File: config.mk
export PLATFORM = sky130hd
export DESIGN_NAME = hbpq_cmp
export DESIGN_NICKNAME = d
export VERILOG_FILES = /design/src/design/assert_macros.svh /design/src/design/hbpq_pkg.sv /design/src/design/hbpq_cmp.sv
export SDC_FILE = /design/constraint.sdc
export NUM_CORES = 1
export LEC_CHECK = 0
export ABC_AREA = 1
export BUFFER_PORTS_ARGS = -buffer_cell sky130_fd_sc_hd__buf_2
export CAP_MARGIN = 25
export CORE_MARGIN = 2
export CORE_UTILIZATION = 43
export DETAILED_ROUTE_END_ITERATION = 12
export GPL_ROUTABILITY_DRIVEN = 0
export PLACE_DENSITY = 0.9
export SYNTH_ARGS = -nofsm -noshare
export SYNTH_HDL_FRONTEND = slang
export SYNTH_SLANG_ARGS = --single-unit
File: constraint.sdc
create_clock -name vclk -period 2.5
set_clock_uncertainty 0.15 [all_clocks]
set_input_delay 0 -clock vclk [all_inputs]
set_output_delay 0 -clock vclk [all_outputs]
set_load 0.005 [all_outputs]
File: src/design/assert_macros.svh
// Assertion helpers included by the heap queue design.
`ifndef ASSERT_MACROS_SVH
`define ASSERT_MACROS_SVH

// Same-cycle implication, muted while reset is high.
`define ASSERT_IMPLIES(lbl, clk, rst, ante, cons) \
  lbl: assert property (@(posedge clk) disable iff (rst) (ante) |-> (cons)) \
    else $error("implication check failed");

// Next-cycle implication, muted while reset is high.
`define ASSERT_NEXT(lbl, clk, rst, ante, cons) \
  lbl: assert property (@(posedge clk) disable iff (rst) (ante) |=> (cons)) \
    else $error("next-cycle check failed");

`endif

File: src/design/hbpq_pkg.sv
package hbpq_pkg;

  typedef struct packed {
    logic        [31:0] key;
    logic signed [31:0] tag;
    logic        [15:0] size;
  } entry_t;

  localparam logic CMD_INSERT = 1'b0;
  localparam logic CMD_REMOVE = 1'b1;

  localparam logic [1:0] ST_OK    = 2'd0;
  localparam logic [1:0] ST_FULL  = 2'd1;
  localparam logic [1:0] ST_EMPTY = 2'd2;

endpackage

File: src/design/hbpq_cmp.sv
module hbpq_cmp import hbpq_pkg::*; (
  input  entry_t a,
  input  entry_t b,
  input  logic   max_first,
  output logic   a_worse
);

  logic [63:0] rank_a;
  logic [63:0] rank_b;

  // Key first, then tag with its sign bit flipped so it orders as unsigned.
  assign rank_a = {a.key, ~a.tag[31], a.tag[30:0]};
  assign rank_b = {b.key, ~b.tag[31], b.tag[30:0]};

  assign a_worse = max_first ? (rank_a < rank_b) : (rank_a > rank_b);

endmodule

=== Word-level counts from Yosys, hierarchy flattened ===
Cells that the tools add are included.

* Add/sub/neg operators: 0
* Multipliers: 0
* Div/mod/pow operators: 0
* Order comparisons: 2
* Equality and inequality tests: 0
* Shift operators: 0
* Muxes and demuxes: 1
* Bitwise logic cells: 2
* Reductions and logical operators: 0

{| class="wikitable"
|+ Operator list
! kind !! number
|-
| greater-than comparator 64 bit || 1
|-
| less-than comparator 64 bit || 1
|-
| inverter 1 bit || 2
|-
| two-way mux 1 bit || 1
|}

* Register bits after elaboration: 0
* Bits in latches: 0
* Bits in writable memories: 0
* Bits in read-only memories: 0
* Input port bits: 161
* Output and inout bits: 1
* Memories kept: 0

=== Longest topological paths before layout ===
* Depth after elaboration: 3
* Gate-level depth with buffers: 16
* Gate-level depth less buffers: 16

=== Least setup slack after synthesis ===
No wires, ideal clock.

* Kind: in2out
* Start: input port b[71] (netlist name)
* End: output port a_worse
* Data arrival time: 1093 ps
* Required time: 2350 ps
* Setup slack: 1257 ps
* Cell stages on the path: 13
* Buffers on the path: 0
* Cells stage by stage: inv_1 ha_1 nand2_2 nor2_4 nand2_2 nor2_4 nand2_2 nor2_2 nand3b_1 nand2_1 inv_1 nor2_1 nor2_1

* Cells in the longest elaborated chain, start to end: 2
* Elaborated cells on any way between the ends: 3
* Classes of those cells: 2 x order compare; 1 x mux

{| class="wikitable"
|+ RTL lines
! what !! RTL line !! RTL
|-
| start, declared || hbpq_cmp.sv:3 || <nowiki>input entry_t b,</nowiki>
|-
| greater-than comparator 64 bit / less-than comparator 64 bit (equally long branches) || hbpq_cmp.sv:15 || <nowiki>assign a_worse = max_first ? (rank_a < rank_b) : (rank_a > rank_b);</nowiki>
|-
| two-way mux 1 bit * || hbpq_cmp.sv:15 ||
|-
| end, declared || hbpq_cmp.sv:5 || <nowiki>output logic a_worse</nowiki>
|}

Mark *: on every way between the ends. The rest lies on a longest branch, timed or not.

=== Final worst setup path ===
* Start: input port b[63] (netlist name)
* End: output port a_worse

The elaborated chain is that of the path after synthesis.

==> results.json <==
{
  "status": "completed",
  "fp.dieArea_um2": 4800,
  "crit_fanout": 2,
  "critPathCaptureType": "primary output",
  "cpLargestDelayFamily": "simple AND/OR/NAND/NOR gates",
  "io_buffers": 130,
  "yosysSeqAreaShare_pct": 0,
  "grt_start_max_net_pins": 4,
  "synth_top_area_share_pct": 43.7,
  "tightest_slew_ps": 236,
  "crit_arrival_ps": 1430,
  "grt_pass1_wl_um": 7760,
  "wl_per_cell_um": 8.71,
  "fp.dieH_um": 69.3,
  "worstSetupStartpoint": "b[63]",
  "yosysWarnings": 0,
  "grt_pass1_vias": 2108,
  "n_clock_buffer": 0,
  "syn_area_per_cell_um2": 6.09,
  "worstPathRequired_ps": 2350,
  "fin_tns_setup_ps": 0,
  "yosys-mux-area-fraction_pct": 0,
  "syn_area_um2": 1830,
  "synth.net_count": 526,
  "regArea_um2": 0,
  "setup_slack_ps": 922,
  "synth_top_cells_by_count": "84 x inv_1, 74 x nand2_1, 64 x ha_1",
  "antenna_cells": 0,
  "setup_violations": 0,
  "core_area_um2": 4060,
  "io_pins": 162,
  "synth-compound-area-share_pct": 9.42,
  "cap_violations": 0,
  "cpMostUsedCell": "nor2_1",
  "place_hpwl_um": 4040,
  "synth-adder-area-share_pct": 43.7,
  "fill_cells": 413,
  "wl_um": 4190,
  "cp_slowest_cell": "ha_1",
  "synthTopCellsByArea": "ha_1 44%, inv_1 17%, nand2_1 15%, a21oi_1 6.6%, nor2_1 3.7%",
  "post-cts-setup-buffers": 0,
  "max_freq_mhz": 634,
  "viasPerCell": 4.48,
  "num_vias": 2157,
  "power_density_nw_per_um2": 139,
  "die_w_um": 69.3,
  "grt_overflow": 0,
  "cts_resized": 0,
  "syn_inst": 301,
  "start_util_pct": 45.2,
  "path_cells": "buf_2 -> inv_1 -> ha_1 -> nand2_1 -> nor2_1 -> nand3_1 -> nor2_2 -> nand2_2 -> nor2_2 -> nand3b_1 -> nand2_1 -> inv_1 -> nor2_1 -> nor2_1 -> buf_2",
  "path_class": "input port to primary output",
  "area_delta_synth_final_pct": 38.9,
  "critical_path_buf_inv_count": 4,
  "antenna_found_initial": 0,
  "cp-start-kind": "input port",
  "synth.distinct_cells": 17,
  "min_path_type": "input port to primary output",
  "max_slew_margin_pct": 84.2,
  "nets": 658,
  "min_from": "max_first",
  "drt_iter0_drc": 32,
  "rsz0062_at_grt": "false",
  "finalCritPeriodShare_pct": 63.1,
  "holdBufCountCts": 0,
  "synth.most_common_cell": "inv_1",
  "drc": 0,
  "drt_pass1_iterations": 4,
  "rows": 23,
  "final_layout_size_suffix_gt1_share_pct": 34.1,
  "peakVddDrop_uv": 64.4,
  "pre_cts_ws_ps": 918,
  "p_leak_nw": 1.77,
  "synth_top_family_by_area": "adder cells",
  "grt_util_all_layers_pct": 17.9,
  "hold_viol": 0,
  "seq_cell_count": 0,
  "synthSimpleGateAreaFrac_pct": 29.7,
  "min_period_ps": 1580,
  "antenna_left": 0,
  "synthXorXnorAreaFrac_pct": 0,
  "cp_slowest_stage_delay_ps": 280,
  "synth_top_cell_by_area": "ha_1",
  "slew_viol_final": 0
}
[per-layer routing]
layer	GRT usage (%)	wire length (um)
met1	20.4	1750
met2	37.0	2180
met3	0.727	232
met4	1.96	29
met5	0	0
[power by group]
group	switching [W]	internal, W	total [W]
clock network	0	0	0
registers	0	0	0
logic	0.000173	0.000181	0.000354
total	0.000173	0.000181	0.000354
[final cells by class]
type | instances | area [um^2] | area share, %
Tap cell | 50 | 62.6 | 2.46
Timing Repair Buffer | 130 | 651 | 25.6
Multi-Input combinational cell | 217 | 1520 | 59.6
Inverter | 84 | 315 | 12.4
[worst min-delay path, cell delays in order]
cell and delay [ps]:
buf_2 90, nor3_1 40, nor2_1 80, buf_2 120
[through the flow]
step | instance area [um^2] | total power [W] | std cells | util [%] | hold WS (ps)
after floorplan | 1830 | 0.000210 | 301 | - | -8.92
after global placement | 2550 | 0.000340 | 481 | 62.8 | 179
after detailed placement | 2550 | 0.000357 | 481 | 62.8 | 178
after CTS | 2550 | 0.000360 | 481 | 62.8 | 183
after global routing | 2550 | 0.000421 | 481 | 62.8 | 218
final | 2550 | 0.000354 | 481 | 62.8 | 174
[cell usage in the layout, fill, tap and decap left out, drive strengths merged]
| cell type | instances |
|---|---|
| nand2 | 80 |
| nor3 | 3 |
| a21o | 4 |
| buf | 130 |
| nor2 | 27 |
| o21ai | 3 |
| ha | 64 |
| a21oi | 24 |
| o21a | 1 |
| nand3b | 1 |
| nand4 | 4 |
| inv | 84 |
| nand3 | 6 |
[worst paths after layout]
kind / slack (ps) / end / depth (start not counted)
worst max-delay path: 920 / a_worse / 15
worst min-delay path: 170 / a_worse / 4
[kinds of logic (layout without fill, tap and decap cells)]
kind of cell    Yosys count  count (layout)
simple gates            121             121
fa+ha+maj                64              64
buf+inv                  84             214
compound gates           32              32
No activity file was read; power rests on OpenSTA's default activity.
